## src/hdl/dtu_pkg.sv

```systemverilog
// ----------------------------------------------------------------------------
// dtu_pkg
// Types, codes and tdata1 pack/unpack helpers for the debug trigger unit.
// ----------------------------------------------------------------------------
package dtu_pkg;

    typedef enum logic [1:0] {
        KIND_READ  = 2'd0,
        KIND_WRITE = 2'd1,
        KIND_STEP  = 2'd2,
        KIND_TINFO = 2'd3
    } kind_t;

    typedef enum logic [1:0] {
        SEL_TDATA1 = 2'd0,
        SEL_TDATA2 = 2'd1,
        SEL_TDATA3 = 2'd2,
        SEL_NONE   = 2'd3
    } sel_t;

    localparam logic [3:0]  TYPE_MCONTROL6 = 4'd6;
    localparam logic [3:0]  TYPE_ICOUNT    = 4'd3;
    localparam logic [31:0] TINFO_IMPL     = 32'h0000_ffff;
    localparam logic [31:0] TINFO_NONE     = 32'h0000_0001;
    localparam logic [13:0] ICOUNT_ONE     = 14'd1;

    typedef struct packed {
        kind_t       kind;
        logic [7:0]  trig_index;
        sel_t        reg_select;
        logic [31:0] write_data;
        logic [2:0]  mem_access;
        logic [31:0] mem_vaddr;
    } item_t;

    typedef struct packed {
        logic [3:0]  trig_type;
        logic        dmode;
        logic [1:0]  virt_en;      // [1] vs, [0] vu
        logic [2:0]  priv_en;      // [2] m, [1] s, [0] u
        logic        select_bit;
        logic        timing_bit;
        logic [5:0]  action;
        logic [2:0]  access_mask;
        logic [13:0] icount;
        logic        pending;
        logic [31:0] compare_value;
        logic [31:0] extra_value;
    } slot_t;

    typedef struct packed {
        logic load;   // latch the accepted beat
        logic exec;   // carry out the held item and load the result
    } dtu_cmd_t;

    function automatic logic [31:0] pack_tdata1(input slot_t s);
        logic [31:0] d;
        d = '0;
        d[31:28] = s.trig_type;
        d[27]    = s.dmode;
        if (s.trig_type == TYPE_MCONTROL6)
        begin
            d[24]    = s.virt_en[1];
            d[23]    = s.virt_en[0];
            d[21]    = s.select_bit;
            d[20]    = s.timing_bit;
            d[15:12] = s.action[3:0];
            d[6]     = s.priv_en[2];
            d[4]     = s.priv_en[1];
            d[3]     = s.priv_en[0];
            d[2:0]   = s.access_mask;
        end
        else if (s.trig_type == TYPE_ICOUNT)
        begin
            d[26]    = s.virt_en[1];
            d[25]    = s.virt_en[0];
            d[23:10] = s.icount;
            d[9]     = s.priv_en[2];
            d[8]     = s.pending;
            d[7]     = s.priv_en[1];
            d[6]     = s.priv_en[0];
            d[5:0]   = s.action;
        end
        else
        begin
            d = '0;
        end
        return d;
    endfunction

    function automatic slot_t unpack_tdata1(input logic [31:0] d);
        slot_t s;
        s = '0;
        s.trig_type = d[31:28];
        s.dmode     = d[27];
        if (d[31:28] == TYPE_MCONTROL6)
        begin
            s.virt_en     = {d[24], d[23]};
            s.select_bit  = d[21];
            s.timing_bit  = d[20];
            s.action      = {2'b00, d[15:12]};
            s.priv_en     = {d[6], d[4], d[3]};
            s.access_mask = d[2:0];
        end
        else if (d[31:28] == TYPE_ICOUNT)
        begin
            s.virt_en = {d[26], d[25]};
            s.icount  = d[23:10];
            s.priv_en = {d[9], d[7], d[6]};
            s.pending = d[8];
            s.action  = d[5:0];
        end
        return s;
    endfunction

endpackage

```

## src/hdl/dtu_ifs.sv

```systemverilog
// ----------------------------------------------------------------------------
// dtu_in_if / dtu_out_if
// Valid/ready channels for request and response beats of the trigger unit.
// ----------------------------------------------------------------------------
interface dtu_in_if;
    logic        valid;
    logic        ready;
    logic [1:0]  kind;
    logic [7:0]  trig_index;
    logic [1:0]  reg_select;
    logic [31:0] write_data;
    logic [2:0]  mem_access;
    logic [31:0] mem_vaddr;

    modport source (output valid, kind, trig_index, reg_select, write_data,
                    mem_access, mem_vaddr, input ready);
    modport sink   (input valid, kind, trig_index, reg_select, write_data,
                    mem_access, mem_vaddr, output ready);
endinterface

interface dtu_out_if;
    logic        valid;
    logic        ready;
    logic [31:0] read_data;
    logic        fired;

    modport source (output valid, read_data, fired, input ready);
    modport sink   (input valid, read_data, fired, output ready);
endinterface

```

## src/hdl/debug_trigger_unit.sv

```systemverilog
// ----------------------------------------------------------------------------
// debug_trigger_unit
// Debug trigger unit with mcontrol6 and icount triggers.
// ----------------------------------------------------------------------------
// Usage:
//   request  : valid/ready beats carrying kind, trig_index, reg_select,
//              write_data, mem_access and mem_vaddr. kind selects a tdata
//              read, a tdata write, an instruction step check or a tinfo read.
//   response : one beat per request with read_data and fired.
//   cfg_write_en / cfg_write_data set trigger_count; write only while idle.
//   Slots that a larger count brings in come up cleared.
// Sequence:
//   A request is taken into the held item register, executed in the EXEC
//   state once the result register is free, and its response is then valid
//   from the result register; a new request is taken only after the held one
//   has executed. All triggers are checked in parallel with a first-in-order priority pick.
// Reset clears every trigger slot and sets trigger_count to zero.
// If response is stalled, one more request is taken and held; it executes
// once the waiting response beat has been taken.
// ----------------------------------------------------------------------------
module debug_trigger_unit
#(
    parameter int NUM_TRIGGERS = 8
)
(
    input  logic        clk,
    input  logic        rst_n,
    input  logic        cfg_write_en,
    input  logic [3:0]  cfg_write_data,
    dtu_in_if.sink      request,
    dtu_out_if.source   response
);

    dtu_pkg::dtu_cmd_t cmd;
    dtu_pkg::item_t    item;

    assign item.kind       = dtu_pkg::kind_t'(request.kind);
    assign item.trig_index = request.trig_index;
    assign item.reg_select = dtu_pkg::sel_t'(request.reg_select);
    assign item.write_data = request.write_data;
    assign item.mem_access = request.mem_access;
    assign item.mem_vaddr  = request.mem_vaddr;

    dtu_ctrl u_ctrl
    (
        .clk       (clk),
        .rst_n     (rst_n),
        .in_valid  (request.valid),
        .in_ready  (request.ready),
        .out_valid (response.valid),
        .out_ready (response.ready),
        .cmd       (cmd)
    );

    dtu_datapath #(
        .NUM_TRIGGERS (NUM_TRIGGERS)
    ) u_datapath
    (
        .clk            (clk),
        .rst_n          (rst_n),
        .cfg_write_en   (cfg_write_en),
        .cfg_write_data (cfg_write_data),
        .cmd            (cmd),
        .item           (item),
        .read_data      (response.read_data),
        .fired          (response.fired)
    );

endmodule

```

## src/hdl/dtu_ctrl.sv

```systemverilog
// ----------------------------------------------------------------------------
// dtu_ctrl
// Sequencer: takes a beat, executes it, then holds the result until taken.
// ----------------------------------------------------------------------------
module dtu_ctrl
(
    input  logic             clk,
    input  logic             rst_n,
    input  logic             in_valid,
    output logic             in_ready,
    output logic             out_valid,
    input  logic             out_ready,
    output dtu_pkg::dtu_cmd_t cmd
);

    typedef enum logic {
        ST_IDLE,
        ST_EXEC
    } state_t;

    state_t state_reg;
    state_t state_next;
    logic   out_valid_reg;
    logic   out_valid_next;
    logic   out_free;

    assign out_free  = !out_valid_reg || out_ready;
    assign in_ready  = (state_reg == ST_IDLE);
    assign out_valid = out_valid_reg;

    always_comb
    begin
        cmd            = '0;
        state_next     = state_reg;
        out_valid_next = out_valid_reg && !out_ready;
        case (state_reg)
            ST_IDLE:
            begin
                if (in_valid)
                begin
                    cmd.load   = 1'b1;
                    state_next = ST_EXEC;
                end
            end
            ST_EXEC:
            begin
                if (out_free)
                begin
                    cmd.exec       = 1'b1;
                    out_valid_next = 1'b1;
                    state_next     = ST_IDLE;
                end
            end
            default:
            begin
                state_next = ST_IDLE;
            end
        endcase
    end

    always_ff @(posedge clk or negedge rst_n)
    begin
        if (!rst_n)
        begin
            state_reg     <= ST_IDLE;
            out_valid_reg <= 1'b0;
        end
        else
        begin
            state_reg     <= state_next;
            out_valid_reg <= out_valid_next;
        end
    end

    a_exec_needs_room: assert property (@(posedge clk) disable iff (!rst_n)
        cmd.exec |-> (!out_valid_reg || out_ready))
        else $error("result overwritten before it was taken");

    a_accept_then_busy: assert property (@(posedge clk) disable iff (!rst_n)
        in_valid && in_ready |=> !in_ready && state_reg == ST_EXEC)
        else $error("second beat taken while one is in flight");

    a_exec_gives_result: assert property (@(posedge clk) disable iff (!rst_n)
        cmd.exec |=> out_valid_reg)
        else $error("executed item produced no result");

endmodule

```

## src/hdl/dtu_datapath.sv

```systemverilog
// ----------------------------------------------------------------------------
// dtu_datapath
// Trigger slots, held item, parallel priority fire check and result register.
// ----------------------------------------------------------------------------
module dtu_datapath
#(
    parameter int NUM_TRIGGERS = 8
)
(
    input  logic              clk,
    input  logic              rst_n,
    input  logic              cfg_write_en,
    input  logic [3:0]        cfg_write_data,
    input  dtu_pkg::dtu_cmd_t cmd,
    input  dtu_pkg::item_t    item,
    output logic [31:0]       read_data,
    output logic              fired
);

    localparam int CNT_W = $clog2(NUM_TRIGGERS + 1);
    localparam int IDX_W = (NUM_TRIGGERS > 1) ? $clog2(NUM_TRIGGERS) : 1;

    dtu_pkg::slot_t slots_reg [NUM_TRIGGERS];
    dtu_pkg::slot_t slots_next [NUM_TRIGGERS];
    dtu_pkg::item_t item_reg;
    logic [CNT_W-1:0] live_reg;
    logic [CNT_W-1:0] live_next;
    logic [31:0] read_data_reg;
    logic [31:0] read_data_next;
    logic        fired_reg;
    logic        fired_next;

    logic [NUM_TRIGGERS-1:0] impl;
    logic [NUM_TRIGGERS-1:0] fires;
    logic [NUM_TRIGGERS-1:0] visited;
    logic [NUM_TRIGGERS-1:0] first_fire;
    logic        ok;
    logic [IDX_W-1:0] sel_idx;
    dtu_pkg::slot_t sel_slot;

    assign ok       = item_reg.trig_index < 8'(live_reg);
    assign sel_idx  = item_reg.trig_index[IDX_W-1:0];
    assign sel_slot = slots_reg[sel_idx];

    always_comb
    begin
        if ({1'b0, cfg_write_data} > 5'(NUM_TRIGGERS))
        begin
            live_next = CNT_W'(NUM_TRIGGERS);
        end
        else
        begin
            live_next = CNT_W'(cfg_write_data);
        end
    end

    // per-slot fire decision, then first-in-order priority
    always_comb
    begin
        logic blocked;
        blocked = 1'b0;
        for (int s = 0; s < NUM_TRIGGERS; s++)
        begin
            impl[s] = CNT_W'(s) < live_reg;
            if (slots_reg[s].trig_type == dtu_pkg::TYPE_MCONTROL6)
            begin
                fires[s] = impl[s] && (|(slots_reg[s].access_mask & item_reg.mem_access))
                           && (slots_reg[s].compare_value == item_reg.mem_vaddr);
            end
            else if (slots_reg[s].trig_type == dtu_pkg::TYPE_ICOUNT)
            begin
                fires[s] = impl[s] && ((slots_reg[s].icount == dtu_pkg::ICOUNT_ONE)
                           || (slots_reg[s].icount == '0 && slots_reg[s].pending));
            end
            else
            begin
                fires[s] = 1'b0;
            end
            visited[s]    = impl[s] && !blocked;
            first_fire[s] = fires[s] && !blocked;
            blocked       = blocked | fires[s];
        end
    end

    always_comb
    begin
        for (int s = 0; s < NUM_TRIGGERS; s++)
        begin
            slots_next[s] = slots_reg[s];
            if (cfg_write_en && CNT_W'(s) >= live_reg && CNT_W'(s) < live_next)
            begin
                slots_next[s] = '0;
            end
            if (cmd.exec && item_reg.kind == dtu_pkg::KIND_WRITE && ok
                && item_reg.trig_index == 8'(s))
            begin
                case (item_reg.reg_select)
                    dtu_pkg::SEL_TDATA1: slots_next[s] = dtu_pkg::unpack_tdata1(item_reg.write_data);
                    dtu_pkg::SEL_TDATA2: slots_next[s].compare_value = item_reg.write_data;
                    dtu_pkg::SEL_TDATA3: slots_next[s].extra_value = item_reg.write_data;
                    default:             slots_next[s] = slots_reg[s];
                endcase
            end
            if (cmd.exec && item_reg.kind == dtu_pkg::KIND_STEP && visited[s]
                && slots_reg[s].trig_type == dtu_pkg::TYPE_ICOUNT)
            begin
                if (slots_reg[s].icount > dtu_pkg::ICOUNT_ONE)
                begin
                    slots_next[s].icount = slots_reg[s].icount - dtu_pkg::ICOUNT_ONE;
                end
                else if (slots_reg[s].icount == dtu_pkg::ICOUNT_ONE)
                begin
                    slots_next[s].icount  = '0;
                    slots_next[s].pending = 1'b1;
                end
            end
        end
    end

    always_comb
    begin
        read_data_next = '0;
        fired_next     = 1'b0;
        case (item_reg.kind)
            dtu_pkg::KIND_READ:
            begin
                if (ok)
                begin
                    case (item_reg.reg_select)
                        dtu_pkg::SEL_TDATA1: read_data_next = dtu_pkg::pack_tdata1(sel_slot);
                        dtu_pkg::SEL_TDATA2: read_data_next = sel_slot.compare_value;
                        dtu_pkg::SEL_TDATA3: read_data_next = sel_slot.extra_value;
                        default:             read_data_next = '0;
                    endcase
                end
            end
            dtu_pkg::KIND_STEP:
            begin
                fired_next = |fires;
            end
            dtu_pkg::KIND_TINFO:
            begin
                read_data_next = ok ? dtu_pkg::TINFO_IMPL : dtu_pkg::TINFO_NONE;
            end
            default:
            begin
                read_data_next = '0;
            end
        endcase
    end

    always_ff @(posedge clk or negedge rst_n)
    begin
        if (!rst_n)
        begin
            for (int s = 0; s < NUM_TRIGGERS; s++)
            begin
                slots_reg[s] <= '0;
            end
            live_reg <= '0;
        end
        else
        begin
            for (int s = 0; s < NUM_TRIGGERS; s++)
            begin
                slots_reg[s] <= slots_next[s];
            end
            if (cfg_write_en)
            begin
                live_reg <= live_next;
            end
        end
    end

    always_ff @(posedge clk)
    begin
        if (cmd.load)
        begin
            item_reg <= item;
        end
        if (cmd.exec)
        begin
            read_data_reg <= read_data_next;
            fired_reg     <= fired_next;
        end
    end

    assign read_data = read_data_reg;
    assign fired     = fired_reg;

    a_single_winner: assert property (@(posedge clk) disable iff (!rst_n)
        $onehot0(first_fire))
        else $error("more than one trigger chosen on a step");

    a_live_bounded: assert property (@(posedge clk) disable iff (!rst_n)
        live_reg <= CNT_W'(NUM_TRIGGERS))
        else $error("implemented count above trigger capacity");

    a_fired_only_on_step: assert property (@(posedge clk) disable iff (!rst_n)
        cmd.exec && item_reg.kind != dtu_pkg::KIND_STEP |=> !fired_reg)
        else $error("fired raised for a register access");

endmodule

```

## src/flat_wrapper.sv

```systemverilog
// flat-port wrapper written by rule: the top's interface ports become plain ports
module debug_trigger_unit_flat 
#(
    parameter int NUM_TRIGGERS = 8
)
  (clk, rst_n, cfg_write_en, cfg_write_data, request_valid, request_kind, request_trig_index, request_reg_select, request_write_data, request_mem_access, request_mem_vaddr, request_ready, response_valid, response_read_data, response_fired, response_ready);
  dtu_in_if request_i ();
  dtu_out_if response_i ();
  input  logic clk;
  input  logic rst_n;
  input  logic cfg_write_en;
  input  logic [3:0] cfg_write_data;
  input wire logic [$bits(request_i.valid)-1:0] request_valid;
  input wire logic [$bits(request_i.kind)-1:0] request_kind;
  input wire logic [$bits(request_i.trig_index)-1:0] request_trig_index;
  input wire logic [$bits(request_i.reg_select)-1:0] request_reg_select;
  input wire logic [$bits(request_i.write_data)-1:0] request_write_data;
  input wire logic [$bits(request_i.mem_access)-1:0] request_mem_access;
  input wire logic [$bits(request_i.mem_vaddr)-1:0] request_mem_vaddr;
  output wire logic [$bits(request_i.ready)-1:0] request_ready;
  output wire logic [$bits(response_i.valid)-1:0] response_valid;
  output wire logic [$bits(response_i.read_data)-1:0] response_read_data;
  output wire logic [$bits(response_i.fired)-1:0] response_fired;
  input wire logic [$bits(response_i.ready)-1:0] response_ready;
  assign request_i.valid = request_valid;
  assign request_i.kind = request_kind;
  assign request_i.trig_index = request_trig_index;
  assign request_i.reg_select = request_reg_select;
  assign request_i.write_data = request_write_data;
  assign request_i.mem_access = request_mem_access;
  assign request_i.mem_vaddr = request_mem_vaddr;
  assign request_ready = request_i.ready;
  assign response_valid = response_i.valid;
  assign response_read_data = response_i.read_data;
  assign response_fired = response_i.fired;
  assign response_i.ready = response_ready;
  debug_trigger_unit #(.NUM_TRIGGERS(NUM_TRIGGERS)) u_core (.clk(clk), .rst_n(rst_n), .cfg_write_en(cfg_write_en), .cfg_write_data(cfg_write_data), .request(request_i), .response(response_i));
endmodule
```

## config.mk

```make
export PLATFORM = sky130hd
export DESIGN_NAME = debug_trigger_unit_flat
export DESIGN_NICKNAME = d
export VERILOG_FILES = /design/src/hdl/dtu_pkg.sv /design/src/hdl/dtu_ifs.sv /design/src/hdl/debug_trigger_unit.sv /design/src/hdl/dtu_ctrl.sv /design/src/hdl/dtu_datapath.sv /design/src/flat_wrapper.sv
export SDC_FILE = /design/constraint.sdc
export NUM_CORES = 2
export LEC_CHECK = 0
export ABC_CLOCK_PERIOD_IN_PS = 4500
export BUFFER_PORTS_ARGS = -buffer_cell sky130_fd_sc_hd__buf_2
export CAP_MARGIN = 20
export CORE_ASPECT_RATIO = 0.8
export CORE_UTILIZATION = 46
export DETAILED_ROUTE_END_ITERATION = 12
export GPL_TIMING_DRIVEN = 0
export HOLD_SLACK_MARGIN = 0.03
export PLACE_DENSITY_LB_ADDON = 0.1
export SETUP_SLACK_MARGIN = 0.5
export SYNTH_ARGS = -nofsm -noshare
export SYNTH_HDL_FRONTEND = slang
export SYNTH_HIERARCHICAL = 1
export SYNTH_SLANG_ARGS = --single-unit
```

## constraint.sdc

```tcl
create_clock -name clk -period 4.5 [get_ports clk]
set_clock_uncertainty 0.2 [all_clocks]
set_input_delay 0.225 -clock clk [delete_from_list [all_inputs] [get_ports clk]]
set_output_delay 0.225 -clock clk [all_outputs]
set_load 0.01 [all_outputs]
```

# Yosys cells after proc, flatten, opt, wreduce, memory -nomap -nowiden
# Cells that the tools add are included.
dict set report totals {
  input_bits 88
  out_inout_bits 35
  elab_cells 477
  register_bits 918
}
dict set report classes {
  order_cmp 35
  muxes 125
  addsub 8
  n_reduce_logical 122
  bitwise_logic 16
  n_eq_ne 64
}
# cell count
set op_table {}
lappend op_table {{$mux W100} 18}
lappend op_table {{$pmux W32 S3} 17}
lappend op_table {{$pmux W36 S2} 8}
lappend op_table {{$bmux W100 S3} 1}
lappend op_table {{$mux W15} 18}
lappend op_table {{$eq A32 B32 Y1} 8}
lappend op_table {{$eq A14 B1 Y1 const B} 8}
lappend op_table {{$gt A14 B1 Y1 const B} 8}
lappend op_table {{$logic_not A14 Y1} 8}
lappend op_table {{$mux W14} 8}
lappend op_table {{$sub A14 B1 Y14 const B} 8}
lappend op_table {{$logic_and A1 B1 Y1} 83}
lappend op_table {{$pmux W32 S2} 1}
lappend op_table {{$eq A4 B2 Y1 const B} 10}
lappend op_table {{$eq A4 B3 Y1 const B} 10}
lappend op_table {{$mux W1} 34}
lappend op_table {{$eq A8 B3 Y1 const B} 4}
lappend op_table {{$lt A3 B4 Y1 const A} 8}
lappend op_table {{$mux W32} 1}
lappend op_table {{$ne A4 B1 Y1 const B} 8}
lappend op_table {{$mux W5} 5}
lappend op_table {{$and A3 B3 Y3} 8}
lappend op_table {{$mux W24} 1}
lappend op_table {{$ne A3 B2 Y1 const B} 8}
lappend op_table {{other kinds (29)} 79}

# Depth between registers and ports, before layout
dict set report depth {
  depth_word 17
  ltp_mapped 13
  mapped_depth_nobuf 10
}

# Cells and area by module
# Netlist, hierarchy kept.
# mod cells_each n_inst seq_area_each_um2 area_each_um2
set by_module_without_submodules {}
lappend by_module_without_submodules {dtu_datapath 4529 1 23482.5 47115.2}
lappend by_module_without_submodules {dtu_ctrl 8 1 50.0 93.8}

# Least setup slack after synthesis
# OpenSTA, ideal clock, no wires.
dict set report synth_path {
  path_type {reg-to-reg}
  startpoint {reg u_core.u_ctrl.out_valid_reg, in the netlist u_core/u_ctrl/out_valid}
  endpoint {reg u_core/u_datapath/slots_reg[167] in the netlist's numbering}
  synth_period_minus_slack_ns 3.657
  n_path_buf 2
  setup_time_ns 0.124
  required_ns 4.176
  arrival_ns 3.334
  slack_ns 0.843
  stages_incl_launch_ff 13
  cell_sequence {dfrtp_1 nand2b_4 and2_1 nand2_1 nor3_2 nand2b_1 buf_2 a211oi_4 a21oi_1 a21o_1 buf_2 nor2b_1 a211o_1}
}
# element line_no
set synth_rtl {}
lappend synth_rtl {{start: declaration} dtu_ctrl.sv:23} ;# logic out_valid_reg;
lappend synth_rtl {{start signal: assignment} dtu_ctrl.sv:71} ;# out_valid_reg <= out_valid_next;
lappend synth_rtl {{end signal: indexed assignment} dtu_datapath.sv:166} ;# slots_reg[s] <= slots_next[s];
lappend synth_rtl {{end: declaration} dtu_datapath.sv:23} ;# dtu_pkg::slot_t slots_reg [NUM_TRIGGERS];

# Final worst setup path
dict set report layout_path {
  startpoint {reg u_core.u_datapath.live_reg[3]}
  endpoint {reg u_core.u_datapath.read_data_reg[15], in the netlist u_core/u_datapath/read_data[15], data pin}
}
dict set report layout_between {
  elab_chain_cells 3
  word_cells_on_any_way 4
  cone_classes {1 x order compare; 3 x mux}
}
# element line_no
set layout_rtl {}
lappend layout_rtl {{start: declaration} dtu_datapath.sv:26} ;# logic [CNT_W-1:0] live_reg;
lappend layout_rtl {{start signal: assignment} dtu_datapath.sv:170} ;# live_reg <= live_next;
lappend layout_rtl {{$lt A8 B4 Y1 *} dtu_datapath.sv:41} ;# assign ok = item_reg.trig_index < 8'(live_reg);
lappend layout_rtl {{$mux W16 or $mux W32 (tied branches)} {dtu_datapath.sv:143, dtu_datapath.sv:127}}
lappend layout_rtl {{$pmux W32 S2 *} dtu_datapath.sv:124} ;# case (item_reg.kind)
lappend layout_rtl {{named net u_core.u_datapath.read_data_next[15]} dtu_datapath.sv:29} ;# logic [31:0] read_data_next;
lappend layout_rtl {{end signal: assignment} dtu_datapath.sv:183} ;# read_data_reg <= read_data_next;
lappend layout_rtl {{end: declaration} dtu_datapath.sv:28} ;# logic [31:0] read_data_reg;
# Mark *: on every way through the listed nets, which the timed path passes. The rest lies on a longest branch.
# A chain may end at the register's enable or synchronous reset.

==> key figures <==
Status
  – Status: completed

Finish
  – Design Area, Final: 56600 um2
  – Layout cells sized above 1: 17.5%
  – Largest register FFs: 800
  – Fill cells: roughly 9000
  – Area growth syn-to-layout: 20.0%
  – Final #Nets: 5123

Floorplanning
  – Core Area: 101000 um2
  – DIE WIDTH: 360 um
  – Die Y: 289 um
  – Die area: between 100000 and 150000 um2
  – # rows: 104
  – IO Count: 123
  – Starting Density: 46.7%

CTS
  – Clock latency on the worst-skew pair: roughly 0.74 ns
  – H-tree depth reported by CTS: 3
  – Longest Clk Path Bufs: 3
  – Clock slew at reported path FFs: ~0.060 ns
  – Clk sinks: 918
  – Total CTS buffers: 97
  – CTS tree: yes
  – CTS root buf: clkbuf_16

Placement
  – Post-DP HPWL: between 150000 and 200000 um
  – Area after DPL: 50300 um2
  – GP Congestion: 1.10
  – Number of port buffers: 122
  – Worst slack, placed: -0.937 ns

Yosys
  – Post-synthesis sequential area ratio: 49.8%
  – Syn Inst Count: 4537
  – Synth top area cells: dfrtp_1 43%, mux4_2 9.4%, o21ai_0 7.2%
  – Synth async-reset ratio: 87.8%
  – Cell accounting for the most synthesized area: dfrtp_1
  – Ys flop type: dfrtp_1
  – Commonest cells in the netlist: 853 x nand2_1, 806 x dfrtp_1, 680 x o21ai_0
  – #FFs+latches synth: approximately 920
  – Post-Syn Nets: 4658
  – Most frequent cell after synthesis: nand2_1
  – Post-synth top area share: between 40% and 50%
  – Synth Cell Area: approximately 47000 um2
  – Avg Cell Area, Syn: around 10 um2
  – Post-synthesis cell type count: 100
  – EDFF count, synth: 112
  – Yosys warnings: 6

STA
  – Fmax: 240 MHz
  – Max_slew headroom: 16.2%
  – Tcrit/Tclk final: 92.5%
  – Tightest Pin Transition: 1.26 ns
  – Tmin final: between 4 and 5 ns
  – Final setup fails: 0
  – Final hold violations: 0
  – Unrepaired setup endpoints after global routing: true
  – Setup WS post-layout: 0.337 ns
  – Final Max Slew Viols: 0

Min path
  – Min-delay src: request_mem_vaddr[14]
  – Type of the tightest min-delay check: in -> reg

Power and ir drop
  – Leak: 23.8 nW
  – P per Cell Area: 354 nW/um2
  – Max rail drop VDD: between 0.0003 and 0.0004 V

Setup path
  – Top delay family on crit path: buffers and inverters
  – CP arrival: 4.31 ns
  – R2R setup slack: 0.34 ns
  – Crit. End Element: flop
  – Slowest cell on the critical path: clkbuf_1
  – Peak fanout along the critical path: 10
  – Slowest stage delay, CP: around 0.75 ns
  – Kind of critical path: reg -> reg
  – Worst endpoint required time: ~4.6 ns
  – Crit path launch: u_core/u_datapath/live_reg[3]
  – Critical Path Start Type: flop
  – CP Cell Sequence: buf_2 > inv_1 > ha_1 > clkbuf_2 > buf_1 > a21o_1 > or4_1 > clkbuf_1 > o21ai_0
  – Reg2reg start: u_core/u_datapath/live_reg[3]
  – CP bufs+invs: 5

Route
  – DR pass1 iterations: 10
  – Total number of vias: 44600
  – Wire length per cell: around 39 um
  – Final WL: 254000 um
  – Starting DRC count in detailed routing: approximately 7700
  – Routed vias/inst: between 6 and 7
  – Remaining DRCs: 0
  – Post-DRT Antenna Nets: 0

Global route
  – Number of global-route vias before repair: 41100
  – Total grt overflow: 0
  – Largest net degree at the start of global routing: 119
  – Routing usage on met3: 24.8%
  – Most used routing layer: met1
  – Met1 Track Usage GR: 66.1%
  – GR Util All Layers: 48.4%
  – First-pass GRT wire length: 343000 um
  – Met2 usage: ~61%
  – Number of antenna violations at the first check in global routing: 24

Flow run
  – Max_cap viols: 0
[per-stage QoR]
step	hold slack [ns]	std cells	util, %	TNS, ns	total power, mW
after floorplan	-0.271	4537	-	0	9.75
after global placement	0.201	5984	48.9	-	11.0
after detailed placement	-0.114	6029	49.7	-158.68	11.1
after CTS	0.0305	6394	55.5	0	19.9
after global routing	0.0558	6414	56.0	0	20.4
final	0.0404	6431	56.0	0	20.0
[worst register-to-register path: cells and delay by family, from the launching register on]
family,cells,cell delay [ns]
simple gates,1,0.19
flops,1,0.38
fa+ha+maj,1,0.29
compound gates,2,0.78
buf+inv,5,1.96
[cells by family (layout without fill, tap and decap cells)]
kind of cell / Yosys count / after routing / synth area share [%]
AO/OA/AOI/OAI: 1271 / 1271 / 17.0
XOR/XNOR: 302 / 302 / 5.60
adder cells (fa/ha/maj): 33 / 33 / 0.875
buffers and inverters: 391 / 941 / 3.43
flip-flops: 918 / 918 / 49.8
multiplexers: 210 / 210 / 9.67
other: 0 / 19 / 0
AND/OR/NAND/NOR: 1412 / 1412 / 13.6
[cell type report]
cell class                      count  area [um2]  area share, %
Buffer                            335        1770           3.13
Inverter                           56         219          0.387
Multi-Input combinational cell   3228       22700           40.0
Antenna cell                       19        47.5         0.0839
Timing Repair Buffer              366        3340           5.90
Clock buffer                      128        2650           4.68
Clock inverter                     56         738           1.30
Sequential cell                   918       23500           41.5
Tap cell                         1325        1660           2.93
[cell usage in the layout, fill, tap and decap left out, drive strengths merged, types with 76 or more instances in the layout]
| master | instances |
|---|---|
| nand2 | 854 |
| xnor2 | 226 |
| dlygate4sd3 | 174 |
| nor3 | 79 |
| edfxtp | 112 |
| a21oi | 104 |
| a22o | 103 |
| xor2 | 76 |
| nor2 | 150 |
| dfrtp | 806 |
| mux4 | 197 |
| clkbuf | 324 |
| o21ai | 695 |
| buf | 328 |
| o22ai | 85 |
[worst paths after layout]
| kind | end | depth (start not counted) |
|---|---|---|
| max | u_core/u_datapath/read_data[15] | 9 |
| min | u_core/u_datapath/item_reg[14] | 2 |
| max in group asynchronous | u_core/u_datapath/slots_reg[309] | 7 |
| max reg2reg | u_core/u_datapath/read_data[15] | 9 |
| min reg2reg | u_core/u_datapath/slots_reg[28] | 2 |
| min in group asynchronous | u_core/u_datapath/slots_reg[571] | 4 |
[routing by layer]
layer | vias up | routed length, um
met1 | 22700 | 98100
li1 | 17500 | -
met5 | - | 391
met2 | 3666 | 95900
met4 | 14 | 15700
met3 | 656 | 43500
[report_power, final]
| group | switching (mW) | internal (mW) | total (mW) |
|---|---|---|---|
| Combinational | 1.89 | 0.705 | 2.60 |
| Clock | 3.84 | 4.91 | 8.75 |
| Sequential | 0.186 | 8.52 | 8.70 |
[repair_timing]
action	in CTS	in global routing
hold endpoints to repair	335	0
hold buffers	174	0
pin swaps	6	9
setup endpoints to repair	786	625
buffers inserted	7	14
resized for setup	208	103
Note: power is estimated with default switching activity, not from simulation.
